$ cat config.mk
export PLATFORM = sky130hd
export DESIGN_NAME = fixed_block_pool_allocator
export DESIGN_NICKNAME = d
export VERILOG_FILES = /design/src/rtl/core/fbpa_pkg.sv /design/src/rtl/core/fbpa_ctrl.sv /design/src/rtl/core/fbpa_dp.sv /design/src/rtl/core/fixed_block_pool_allocator.sv
export VERILOG_INCLUDE_DIRS = /design/src /design/src/rtl/core
export SDC_FILE = /design/constraint.sdc
export NUM_CORES = 2
export LEC_CHECK = 0
export BUFFER_PORTS_ARGS = -buffer_cell sky130_fd_sc_hd__buf_2
export CORE_UTILIZATION = 30
export CTS_CLUSTER_SIZE = 28
export DETAILED_ROUTE_END_ITERATION = 6
export GPL_ROUTABILITY_DRIVEN = 0
export REMOVE_ABC_BUFFERS = 1
export SLEW_MARGIN = 20
export SYNTH_ARGS = -nofsm -noshare
export SYNTH_HDL_FRONTEND = slang
export SYNTH_HIERARCHICAL = 1
export SYNTH_SLANG_ARGS = --single-unit
$ cat constraint.sdc
create_clock -name aclk -period 20.9 [get_ports aclk]
set_input_delay 2.09 -clock aclk [delete_from_list [all_inputs] [get_ports aclk]]
set_output_delay 2.09 -clock aclk [all_outputs]
set_load 0.02 [all_outputs]
$ cat src/rtl/core/fixed_block_pool_allocator_defines.svh
// Assertion macros shared by the block pool allocator RTL
`ifndef FIXED_BLOCK_POOL_ALLOCATOR_DEFINES_SVH
`define FIXED_BLOCK_POOL_ALLOCATOR_DEFINES_SVH

// same-cycle implication, clocked on aclk, off during reset
`define FBPA_ASSERT_IMP(lbl, ante, cons, msg) \
    lbl: assert property (@(posedge aclk) disable iff (!aresetn) (ante) |-> (cons)) \
        else $error(msg);

// next-cycle implication, clocked on aclk, off during reset
`define FBPA_ASSERT_NXT(lbl, ante, cons, msg) \
    lbl: assert property (@(posedge aclk) disable iff (!aresetn) (ante) |=> (cons)) \
        else $error(msg);

`endif

$ cat src/rtl/core/fbpa_pkg.sv
// Shared types and codes for the block pool allocator
package fbpa_pkg;

    localparam int HANDLE_W    = 9;
    localparam int SIZE_W      = 16;
    localparam int ALIGN_W     = 13;
    localparam int STATUS_W    = 3;
    localparam int OFFSET_W    = 25;
    localparam int BYTES_W     = 24;
    localparam int CFG_INDEX_W = 2;
    localparam int CFG_DATA_W  = 16;

    localparam logic [STATUS_W-1:0] STATUS_OK            = 3'd0;
    localparam logic [STATUS_W-1:0] STATUS_OUT_OF_BLOCKS = 3'd1;
    localparam logic [STATUS_W-1:0] STATUS_SIZE_MISMATCH = 3'd2;
    localparam logic [STATUS_W-1:0] STATUS_ALIGN_MISMATCH = 3'd3;
    localparam logic [STATUS_W-1:0] STATUS_NONE_IN_USE   = 3'd4;
    localparam logic [STATUS_W-1:0] STATUS_BAD_HANDLE    = 3'd5;

    localparam logic [CFG_INDEX_W-1:0] CFG_BLOCK_COUNT = 2'd0;
    localparam logic [CFG_INDEX_W-1:0] CFG_BLOCK_SIZE  = 2'd1;
    localparam logic [CFG_INDEX_W-1:0] CFG_BLOCK_ALIGN = 2'd2;

    localparam logic ACTION_ALLOC   = 1'b0;
    localparam logic ACTION_RELEASE = 1'b1;

    typedef struct packed {
        logic capture;
        logic commit;
    } cmd_t;

endpackage

$ cat src/rtl/core/fbpa_ctrl.sv
// Controller: request sequencing and result word handshake
`include "fixed_block_pool_allocator_defines.svh"

module fbpa_ctrl (
    input  logic           aclk,
    input  logic           aresetn,
    input  logic           s_valid,
    output logic           s_ready,
    output logic           m_valid,
    input  logic           m_ready,
    output fbpa_pkg::cmd_t cmd
);

    typedef enum logic [1:0] {
        ST_IDLE = 2'b01,
        ST_EXEC = 2'b10
    } state_t;

    state_t state_reg, state_next;
    logic   out_valid_reg, out_valid_next;

    assign s_ready     = (state_reg == ST_IDLE);
    assign cmd.capture = s_valid && s_ready;
    assign cmd.commit  = (state_reg == ST_EXEC) && (!out_valid_reg || m_ready);
    assign m_valid     = out_valid_reg;

    always_comb begin
        state_next = state_reg;
        case (state_reg)
            ST_IDLE: begin
                if (cmd.capture) state_next = ST_EXEC;
            end
            ST_EXEC: begin
                if (cmd.commit) state_next = ST_IDLE;
            end
            default: state_next = ST_IDLE;
        endcase
    end

    always_comb begin
        out_valid_next = out_valid_reg;
        if (cmd.commit) begin
            out_valid_next = 1'b1;
        end else if (m_ready) begin
            out_valid_next = 1'b0;
        end
    end

    always_ff @(posedge aclk) begin
        if (!aresetn) begin
            state_reg     <= ST_IDLE;
            out_valid_reg <= 1'b0;
        end else begin
            state_reg     <= state_next;
            out_valid_reg <= out_valid_next;
        end
    end

    `FBPA_ASSERT_NXT(a_capture_to_exec, cmd.capture, state_reg == ST_EXEC, "capture did not enter exec")
    `FBPA_ASSERT_IMP(a_commit_slot_free, cmd.commit, !out_valid_reg || m_ready, "commit over pending word")
    `FBPA_ASSERT_NXT(a_commit_shows_word, cmd.commit, out_valid_reg, "commit did not raise valid")

endmodule

$ cat src/rtl/core/fbpa_dp.sv
// Datapath: configuration, free-list memory, pool counters and result register
`include "fixed_block_pool_allocator_defines.svh"

module fbpa_dp #(
    parameter int NUM_BLOCKS = 256
) (
    input  logic                                aclk,
    input  logic                                aresetn,
    input  fbpa_pkg::cmd_t                      cmd,
    input  logic                                cfg_we,
    input  logic [fbpa_pkg::CFG_INDEX_W-1:0]    cfg_index,
    input  logic [fbpa_pkg::CFG_DATA_W-1:0]     cfg_data,
    input  logic                                s_action,
    input  logic [fbpa_pkg::SIZE_W-1:0]         s_requested_size,
    input  logic [fbpa_pkg::ALIGN_W-1:0]        s_requested_align,
    input  logic [fbpa_pkg::HANDLE_W-1:0]       s_release_handle,
    output logic [fbpa_pkg::STATUS_W-1:0]       m_status,
    output logic                                m_null_ignored,
    output logic [fbpa_pkg::HANDLE_W-1:0]       m_granted_handle,
    output logic [fbpa_pkg::OFFSET_W-1:0]       m_byte_offset,
    output logic [fbpa_pkg::HANDLE_W-1:0]       m_blocks_in_use,
    output logic [fbpa_pkg::BYTES_W-1:0]        m_bytes_in_use
);

    localparam int HW        = fbpa_pkg::HANDLE_W;
    localparam int HANDLE_MAX = (1 << HW) - 1;
    localparam int MEM_DEPTH = (NUM_BLOCKS > HANDLE_MAX) ? HANDLE_MAX : NUM_BLOCKS;
    localparam int ADDR_W    = (MEM_DEPTH > 1) ? $clog2(MEM_DEPTH) : 1;
    localparam int STRIDE_W  = fbpa_pkg::SIZE_W + 1;
    localparam int PROD_W    = HW + STRIDE_W;
    localparam logic [HW-1:0] COUNT_MAX = HW'(MEM_DEPTH);

    logic [HW-1:0]                   count_cfg_reg;
    logic [fbpa_pkg::SIZE_W-1:0]     size_cfg_reg;
    logic [fbpa_pkg::ALIGN_W-1:0]    align_cfg_reg;

    logic                            act_reg;
    logic [fbpa_pkg::SIZE_W-1:0]     rsize_reg;
    logic [fbpa_pkg::ALIGN_W-1:0]    ralign_reg;
    logic [HW-1:0]                   rhandle_reg;

    logic [HW-1:0]                   link_mem [MEM_DEPTH];
    logic [HW-1:0]                   link_rd_reg;

    logic [HW-1:0]                   head_reg, head_next;
    logic [HW-1:0]                   fresh_reg, fresh_next;
    logic [HW-1:0]                   used_reg, used_next;
    logic [fbpa_pkg::BYTES_W-1:0]    bytes_reg, bytes_next;

    logic [fbpa_pkg::STATUS_W-1:0]   out_status_reg;
    logic                            out_null_reg;
    logic [HW-1:0]                   out_handle_reg;
    logic [fbpa_pkg::OFFSET_W-1:0]   out_offset_reg;

    logic [HW-1:0]                   eff_count;
    logic [fbpa_pkg::STATUS_W-1:0]   status_c;
    logic                            null_c;
    logic                            grant_ok;
    logic                            rel_ok;
    logic [HW-1:0]                   grant_idx;
    logic [STRIDE_W-1:0]             stride;
    logic [PROD_W-1:0]               product;
    logic [31:0]                     rd_ext;
    logic [31:0]                     wr_ext;
    logic [ADDR_W-1:0]               rd_addr;
    logic [ADDR_W-1:0]               wr_addr;
    logic [fbpa_pkg::BYTES_W-1:0]    size_ext;

    always_comb begin
        if (count_cfg_reg == '0) begin
            eff_count = HW'(1);
        end else if (count_cfg_reg > COUNT_MAX) begin
            eff_count = COUNT_MAX;
        end else begin
            eff_count = count_cfg_reg;
        end
    end

    assign rd_ext   = {{(32-HW){1'b0}}, head_reg - HW'(1)};
    assign wr_ext   = {{(32-HW){1'b0}}, rhandle_reg - HW'(1)};
    assign rd_addr  = rd_ext[ADDR_W-1:0];
    assign wr_addr  = wr_ext[ADDR_W-1:0];
    assign stride   = {1'b0, size_cfg_reg} + STRIDE_W'(align_cfg_reg);
    assign product  = PROD_W'(grant_idx) * PROD_W'(stride);
    assign size_ext = fbpa_pkg::BYTES_W'(size_cfg_reg);

    always_comb begin
        status_c   = fbpa_pkg::STATUS_OK;
        null_c     = 1'b0;
        grant_ok   = 1'b0;
        rel_ok     = 1'b0;
        grant_idx  = '0;
        head_next  = head_reg;
        fresh_next = fresh_reg;
        used_next  = used_reg;
        bytes_next = bytes_reg;
        if (act_reg == fbpa_pkg::ACTION_ALLOC) begin
            if (rsize_reg != size_cfg_reg) begin
                status_c = fbpa_pkg::STATUS_SIZE_MISMATCH;
            end else if (ralign_reg != align_cfg_reg) begin
                status_c = fbpa_pkg::STATUS_ALIGN_MISMATCH;
            end else if (head_reg != '0) begin
                grant_ok  = 1'b1;
                grant_idx = head_reg - HW'(1);
                head_next = link_rd_reg;
            end else if (fresh_reg < eff_count) begin
                grant_ok   = 1'b1;
                grant_idx  = fresh_reg;
                fresh_next = fresh_reg + HW'(1);
            end else begin
                status_c = fbpa_pkg::STATUS_OUT_OF_BLOCKS;
            end
            if (grant_ok) begin
                used_next  = used_reg + HW'(1);
                bytes_next = bytes_reg + size_ext;
            end
        end else begin
            if (rhandle_reg == '0) begin
                null_c = 1'b1;
            end else if (used_reg == '0) begin
                status_c = fbpa_pkg::STATUS_NONE_IN_USE;
            end else if (rhandle_reg > eff_count) begin
                status_c = fbpa_pkg::STATUS_BAD_HANDLE;
            end else begin
                rel_ok     = 1'b1;
                head_next  = rhandle_reg;
                used_next  = used_reg - HW'(1);
                bytes_next = bytes_reg - size_ext;
            end
        end
    end

    always_ff @(posedge aclk) begin
        if (!aresetn) begin
            count_cfg_reg <= HW'(256);
            size_cfg_reg  <= fbpa_pkg::SIZE_W'(64);
            align_cfg_reg <= fbpa_pkg::ALIGN_W'(8);
        end else if (cfg_we) begin
            case (cfg_index)
                fbpa_pkg::CFG_BLOCK_COUNT: count_cfg_reg <= cfg_data[HW-1:0];
                fbpa_pkg::CFG_BLOCK_SIZE:  size_cfg_reg  <= cfg_data[fbpa_pkg::SIZE_W-1:0];
                fbpa_pkg::CFG_BLOCK_ALIGN: align_cfg_reg <= cfg_data[fbpa_pkg::ALIGN_W-1:0];
                default: ;
            endcase
        end
    end

    always_ff @(posedge aclk) begin
        if (!aresetn) begin
            head_reg  <= '0;
            fresh_reg <= '0;
            used_reg  <= '0;
            bytes_reg <= '0;
        end else if (cmd.commit) begin
            head_reg  <= head_next;
            fresh_reg <= fresh_next;
            used_reg  <= used_next;
            bytes_reg <= bytes_next;
        end
    end

    always_ff @(posedge aclk) begin
        if (cmd.capture) begin
            act_reg     <= s_action;
            rsize_reg   <= s_requested_size;
            ralign_reg  <= s_requested_align;
            rhandle_reg <= s_release_handle;
            link_rd_reg <= link_mem[rd_addr];
        end
        if (cmd.commit && rel_ok) begin
            link_mem[wr_addr] <= head_reg;
        end
    end

    always_ff @(posedge aclk) begin
        if (cmd.commit) begin
            out_status_reg <= status_c;
            out_null_reg   <= null_c;
            out_handle_reg <= grant_ok ? grant_idx + HW'(1) : '0;
            out_offset_reg <= grant_ok ? product[fbpa_pkg::OFFSET_W-1:0] : '0;
        end
    end

    assign m_status         = out_status_reg;
    assign m_null_ignored   = out_null_reg;
    assign m_granted_handle = out_handle_reg;
    assign m_byte_offset    = out_offset_reg;
    assign m_blocks_in_use  = used_reg;
    assign m_bytes_in_use   = bytes_reg;

    `FBPA_ASSERT_NXT(a_count_holds, !cmd.commit, $stable(used_reg), "use count moved without commit")
    `FBPA_ASSERT_NXT(a_grant_nonnull, cmd.commit && grant_ok, out_handle_reg != '0, "null handle granted")

endmodule

$ cat src/rtl/core/fixed_block_pool_allocator.sv
// Top level of the fixed-size block pool allocator
//
// Request channel s_*: one word per allocate (s_action 0, size and align must
// match the configured block) or release (s_action 1, s_release_handle).
// Result channel m_*: exactly one word per request, in order, carrying status,
// granted handle and byte offset, plus the pool counters after the request.
// Configuration channel cfg_*: index 0 block count, 1 block size, 2 block
// alignment; cfg_ready is always high. Write only while no request is open.
// Each accepted request is registered and applied in the exec state, which
// loads the result word; no new request is taken until it has been applied.
// The free-list pop reads the head link from a registered memory port at
// accept and uses it when applying; s_ready is low while a request is applied.
// If m_ready is low, the result word is held and one more request can be
// accepted; that one waits in the apply step until the word is taken.
// Reset empties the free list and clears all counters and m_valid, and loads
// block count 256, size 64 and alignment 8. No memory clearing is needed.
module fixed_block_pool_allocator #(
    parameter int NUM_BLOCKS = 256
) (
    input  logic                               aclk,
    input  logic                               aresetn,
    input  logic                               cfg_valid,
    output logic                               cfg_ready,
    input  logic [fbpa_pkg::CFG_INDEX_W-1:0]   cfg_index,
    input  logic [fbpa_pkg::CFG_DATA_W-1:0]    cfg_data,
    input  logic                               s_valid,
    output logic                               s_ready,
    input  logic                               s_action,
    input  logic [fbpa_pkg::SIZE_W-1:0]        s_requested_size,
    input  logic [fbpa_pkg::ALIGN_W-1:0]       s_requested_align,
    input  logic [fbpa_pkg::HANDLE_W-1:0]      s_release_handle,
    output logic                               m_valid,
    input  logic                               m_ready,
    output logic [fbpa_pkg::STATUS_W-1:0]      m_status,
    output logic                               m_null_ignored,
    output logic [fbpa_pkg::HANDLE_W-1:0]      m_granted_handle,
    output logic [fbpa_pkg::OFFSET_W-1:0]      m_byte_offset,
    output logic [fbpa_pkg::HANDLE_W-1:0]      m_blocks_in_use,
    output logic [fbpa_pkg::BYTES_W-1:0]       m_bytes_in_use
);

    fbpa_pkg::cmd_t cmd;

    assign cfg_ready = 1'b1;

    fbpa_ctrl u_ctrl (
        .aclk    (aclk),
        .aresetn (aresetn),
        .s_valid (s_valid),
        .s_ready (s_ready),
        .m_valid (m_valid),
        .m_ready (m_ready),
        .cmd     (cmd)
    );

    fbpa_dp #(
        .NUM_BLOCKS (NUM_BLOCKS)
    ) u_dp (
        .aclk              (aclk),
        .aresetn           (aresetn),
        .cmd               (cmd),
        .cfg_we            (cfg_valid && cfg_ready),
        .cfg_index         (cfg_index),
        .cfg_data          (cfg_data),
        .s_action          (s_action),
        .s_requested_size  (s_requested_size),
        .s_requested_align (s_requested_align),
        .s_release_handle  (s_release_handle),
        .m_status          (m_status),
        .m_null_ignored    (m_null_ignored),
        .m_granted_handle  (m_granted_handle),
        .m_byte_offset     (m_byte_offset),
        .m_blocks_in_use   (m_blocks_in_use),
        .m_bytes_in_use    (m_bytes_in_use)
    );

endmodule
; Yosys cells after proc, flatten, opt, wreduce, memory -nomap -nowiden
; Memory sizes are Yosys's and may differ from the RTL's. A register that Yosys moved wholly into a read port is not among the register bits.
; Index checks and enable logic that the tools add are counted.
[word_totals]
inputBits = 62
memories = 1
wordCells = 118
output_inout_bits = 74
mem_bits_ro = 0
latch_bits = 0
ramBits = 2304
register_bits = 169
[classes]
muxes = 50
n_addsub = 9
eq_ne = 13
multipliers = 1
div_mod_pow = 0
n_bitwise = 4
n_shift = 0
magnitude_cmp = 3
reduce_logical = 20
[mem_list]
columns = name, words, width, read_ports, rd_clocked_by_memory_dff, write_ports, line
row1 = u_dp.link_mem, 256, 9, 1, 1, 1, fbpa_dp.sv:42  ; logic [HW-1:0] link_mem [MEM_DEPTH];
[ops]
columns = cell, count
row1 = $mux 9, 19
row2 = $mux 24, 5
row3 = $add 9x1->9 const B, 3
row4 = $logic_not 9->1, 3
row5 = $mul 9x17->25, 1
row6 = $add 24x16->24, 1
row7 = $sub 24x16->24, 1
row8 = $mux 3, 7
row9 = $sub 9x1->9 const B, 2
row10 = $add 16x13->17, 1
row11 = $mux 1, 16
row12 = $ne 16x16->1, 1
row13 = $ne 13x13->1, 1
row14 = $gt 9x9->1, 1
row15 = $gt 9x9->1 const B, 1
row16 = $lt 9x9->1, 1
row17 = $reduce_bool 9->1, 1
row18 = $ne 2x2->1 const B, 4
row19 = $reduce_and 2->1, 4
row20 = $sub 8x1->8 const B, 1
row21 = $reduce_and 7->1, 1
row22 = $ne 2x1->1 const B, 3
row23 = $reduce_and 6->1, 1
row24 = $reduce_bool 2->1, 3
row25 = 10 further kinds, 18

; Logic depth before layout (Yosys ltp)
[logic_depth]
depth_word = 11
ltp_mapped = 32
ltp_nobuf = 29

; Cells and area by module
; The synthesis kept the hierarchy.
[modules_own_cells]
columns = module, cells_each, instances, area_each_um2, seq_area_each_um2
row1 = fbpa_dp, 5401, 1, 103216.5, 73550.5
row2 = fbpa_ctrl, 13, 1, 133.9, 60.1
row3 = fixed_block_pool_allocator, 2, 1, 11.3, 0.0

; Worst setup path after synthesis
; No wires, ideal clock.
[synth_timing]
path_kind = reg-to-reg
start = register u_dp.head_reg[0]
end = register u_dp.out_offset_reg, in the netlist u_dp/m_byte_offset[24] (data pin)
path_buffers = 5
required_ns = 20.634
stages_incl_launch_ff = 29
synth_period_minus_slack_ns = 10.098
setup_ns = 0.266
t_arrival_ns = 9.832
path_slack_ns = 10.802
cell_sequence = dfxtp_1 buf_2 inv_1 ha_1 xnor2_2 buf_2 buf_2 nor2_1 o21a_1 buf_1 buf_1 nand2_1 fa_1 inv_1 fa_1 fa_1 inv_1 fa_1 inv_1 ha_1 o21a_1 o31a_1 nor4_1 o21ai_0 a21o_1 o211ai_1 o21ai_0 xnor2_1 nor2_1
[synth_between]
elab_chain_cells = 6
elab_cells_between_ends = 12
cone_classes = 1 x add/sub / 1 x mul / 9 x mux / 1 x reduce/logical
[synth_lines]
columns = item, line
row1 = from (decl), fbpa_dp.sv:45  ; logic [HW-1:0] head_reg, head_next;
row2 = from (signal assigned), fbpa_dp.sv:155  ; head_reg <= head_next;
row3 = $sub 9x1->9 / $reduce_bool 9->1 (equally long branches), -
row4 = $mux 9 / $mux 1 (equally long branches), fbpa_dp.sv:102  ; end else if (head_reg != '0) begin
row5 = $mux 9 / $mux 1 (equally long branches), fbpa_dp.sv:100  ; end else if (ralign_reg != align_cfg_reg) begin
row6 = $mux 9 / $mux 1 (equally long branches), fbpa_dp.sv:98  ; if (rsize_reg != size_cfg_reg) begin
row7 = $mux 9 / $mux 1 (equally long branches), fbpa_dp.sv:97  ; if (act_reg == fbpa_pkg::ACTION_ALLOC) begin
row8 = $mul 9x17->25 / $mux 1 (equally long branches), "fbpa_dp.sv:84, fbpa_dp.sv:97"
row9 = to (signal assigned), fbpa_dp.sv:180  ; out_offset_reg <= grant_ok ? product[fbpa_pkg::OFFSET_W-1:0] : '0;
row10 = to (decl), fbpa_dp.sv:53  ; logic [fbpa_pkg::OFFSET_W-1:0] out_offset_reg;
; Parallel ways exist; a longest one is shown, timed or not. The select of a mux whose other input is x is not followed.
; A chain may end at the register's enable or synchronous reset.

; Worst setup path in the final report
[layout_timing]
start = register u_dp/size_cfg_reg[2] (netlist bit)
end = register u_dp.out_offset_reg, in the netlist u_dp/m_byte_offset[24] (data pin)
[layout_between]
elab_chain_cells = 4
elab_cells_between_ends = 8
cone_classes = 1 x add/sub / 1 x mul / 1 x eq/ne / 5 x mux
[layout_lines]
columns = item, line
row1 = from (decl), fbpa_dp.sv:34  ; logic [fbpa_pkg::SIZE_W-1:0] size_cfg_reg;
row2 = from (signal assigned), fbpa_dp.sv:136  ; size_cfg_reg <= fbpa_pkg::SIZE_W'(64);
row3 = from (signal assigned), fbpa_dp.sv:141  ; fbpa_pkg::CFG_BLOCK_SIZE: size_cfg_reg <= cfg_data[fbpa_pkg::SIZE_W-1:0];
row4 = "parallel branches: the longest is 4 deep, another holds $mul 9x17->25", -
; Parallel ways; which one is timed is not known. The select of a mux whose other input is x is not followed.

==> run_results.csv <==
group,metric,value,unit
power,switching_share_of_power,0.196,
finish,post_layout_nonfiller_instances,10421,
run_status,outcome,"completed",
sta,setup_slack,12.62,ns
critical_path,cp_data_arrival_time,8.87,ns
drt,top_signal_layer_used,"met5",
sta,max_freq,121,MHz
global_route,wire_length_of_the_first_global_routing_pass,379,mm
finish,nNetsFinal,5940,
die,die_height,589,µm
drt,routed-via-count,52667,
drt,route.final.wire_length,259,mm
finish,largest_reg_flops,2304,
die,die_w,589,µm
finish,share_of_layout_cells_above_drive_strength_1,0.245,
clock_network,cts-resized-gates,0,
sta,final_max_slew_viol_count,0,
clock_network,cts.path.max_buffers,4,
logic_synthesis,ys_dominant_reg_cell,"edfxtp_1",
power,clkPwrFrac,0.449,
critical_path,cpMostUsedCell,"fa_1",
critical_path,worst-endpoint-required,21.49,ns
critical_path,critical_path.top_delay_family,"simple AND/OR/NAND/NOR gates",
sta,hold_violations,0,
sta,min_period,8.28,ns
global_route,grt_antenna_before_repair,18,
clock_network,clk_latency,0.93,ns
power,design_power_total,10.0,mW
critical_path,critical_path_buf_inv_count,4,
die,core_area,343000,µm²
die,fp-row-count,215,
critical_path,critical_path.max_stage_delay,0.81,ns
die,ioPinCount,136,
logic_synthesis,synth_enable_flop_cells,2390,
place,numPlacedInstances,9966,
sta,slew-limit-headroom,0.218,
clock_network,clock_tree.htree_level_count,4,
global_route,grtUsageTotal,0.147,
logic_synthesis,yosys_warnings,6,
power,leak_pwr,37.4,nW
logic_synthesis,netlist-cell-type-count,73,
drt,ant_nets,0,
critical_path,critPathKind,"reg -> reg",
clock_network,cts_inserted_buffers,248,
sta,setup_tns_final,0,ns
sta,clock_skew,0.0940,ns
logic_synthesis,mappedNetlistArea,103000,µm²
power,vdd_ir_drop_max,69.9,µV
clock_network,tritoncts,"yes",
sta,min_period_over_period,0.396,
sta,setup_repair_after_global_routing_missed_its_margin,"false",
logic_synthesis,ys_seq_area_frac,0.712,
global_route,grt_overflow,0,
sta,final_report_setup_violation_count,0,
die,fp.dieArea,347000,µm²
drt,remaining_drc_errors,0,
clock_network,cts.sink_count,2482,
finish,layout.cell_area.non_filler,118000,µm²
global_route,first_global_vias,52959,
finish,utilization,0.345,
power,power_density,84.6,nW/µm²
clock_network,post_cts_buffers,0,
logic_synthesis,synth-seq-cells,2482,
power,cell_internal_pwr,8.03,mW
logic_synthesis,synth_most_common_cell,"edfxtp_1",
logic_synthesis,synth_async_sr_flop_share,0,
power,power_frac_seq,0.539,
drt,vias_per_cell,5.05,
drt,routed_wire_length_per_instance,24.9,µm
logic_synthesis,yosysTopAreaCell,"edfxtp_1",
place,placedInstanceArea,110000,µm²
global_route,pin_count_of_the_biggest_net_entering_global_routing,226,
drt,drt_first_iter_violations,5615,
logic_synthesis,synth_top_cell_area_share,0.694,
finish,registers.top_by_ff_count,"u_dp/link_mem",
logic_synthesis,synth_top_cells_by_count,"edfxtp_1 (2390), mux4_2 (720), nor2_1 (388)",
critical_path,timing.critical_path.fanout_max,31,
sta,tightestPinTransition,1.17,ns
critical_path,critical-path-slowest-cell,"nor3_1",
clock_network,post_cts_hold_buffer_count,0,
drt,drt_pass1_iterations,6,
place,buffer_ports.inserted,134,
logic_synthesis,synth_top_cells_by_area,"edfxtp_1 (69%), mux4_2 (16%), fa_1 (2.1%)",
die,effective_utilization_at_floorplan,0.301,
logic_synthesis,synthCells,5416,
critical_path,critical_path.endpoint_type,"flip-flop",
place,pre_cts_ws,12.76,ns
min_path,hold_path.class,"reg -> reg",
job,max_cap_violations,0,
clock_network,clkTransAtPathRegs,0.06,ns
place,post-dp-hpwl,159,mm
sta,whs,0.486,ns
drt,route.layer.met1.wl,110,mm
finish,syn2layout_area_growth,14.3,%
critical_path,crit_path_start_kind,"flip-flop",
power,comb_power_share,0.012,
power,switchingPower,1.96,mW
drt,routed_wl_met2,122,mm
clock_network,ctsRootBufferMaster,"clkbuf_16",
drt,met3RoutedLength,21.3,mm
logic_synthesis,post_synth.cell_area_avg,19.1,µm²
-- worst min-delay path, cell delays in order (launching register included) --
cell and delay (ns):
dfxtp_1 0.33, nand2_1 0.06, a21oi_1 0.05
-- power by group through the flow --
stage	Sequential (mW)	Clock, mW	Combinational [mW]
after detailed placement	5.49	0	0.119
final	5.39	4.49	0.121
after global routing	5.39	4.75	0.130
after global placement	5.49	0	0.118
after CTS	5.39	4.57	0.120
after floorplan	5.49	0	0.0662
-- layout by cell type (no fill, tap or decap), types with 33 or more instances in the layout --
master,instances
clkinv_2,45
xnor2_1,64
ha_1,107
and3_1,33
edfxtp_1,2390
dfxtp_1,83
clkbuf_1,37
fa_1,108
nand2_1,357
buf_4,145
inv_1,150
bufinv_16,34
mux4_2,720
nor2_1,370
nand3_1,73
clkbuf_16,253
nor3_1,82
a21oi_1,104
o21ai_0,38
buf_2,134
clkinv_1,60
xor2_1,56
-- final timing paths --
path                                 from                      end  slack [ns]  cells past startpoint
hold reg to reg   u_dp/m_bytes_in_use[18]  u_dp/m_bytes_in_use[18]        0.49                      2
setup / recovery     u_dp/size_cfg_reg[2]   u_dp/m_byte_offset[24]       12.62                     25
setup reg to reg     u_dp/size_cfg_reg[2]   u_dp/m_byte_offset[24]       12.62                     25
hold / removal    u_dp/m_bytes_in_use[18]  u_dp/m_bytes_in_use[18]        0.49                      2
-- layer usage --
metal  vias up  global-route usage
li1      22129                   -
met1     28088               0.210
met2      2072               0.233
met3       372              0.0259
met4         6              0.0381
met5         -                   0
-- kinds of logic after synthesis --
logic type,after synthesis,synth area share
adders and majority gates,216,0.0340
buffers and inverters,450,0.0178
muxes,745,0.159
DFF,2482,0.712
and+or+nand+nor,1092,0.0469
other,1,0.0000363
AOI/OAI and AO/OA,302,0.0187
xor gates and xnor gates,128,0.0110
-- cell type report --
cell class | count | area (µm²)
clock inverter | 154 | 1620
fill | 31861 | 225000
timing repair buffer | 293 | 2010
tap | 4557 | 5700
inverter | 153 | 574
antenna | 6 | 15.0
multi-input combinational | 2484 | 28100
sequential | 2482 | 73600
clock buffer | 292 | 6500
No activity file was read; power rests on OpenSTA's default activity.
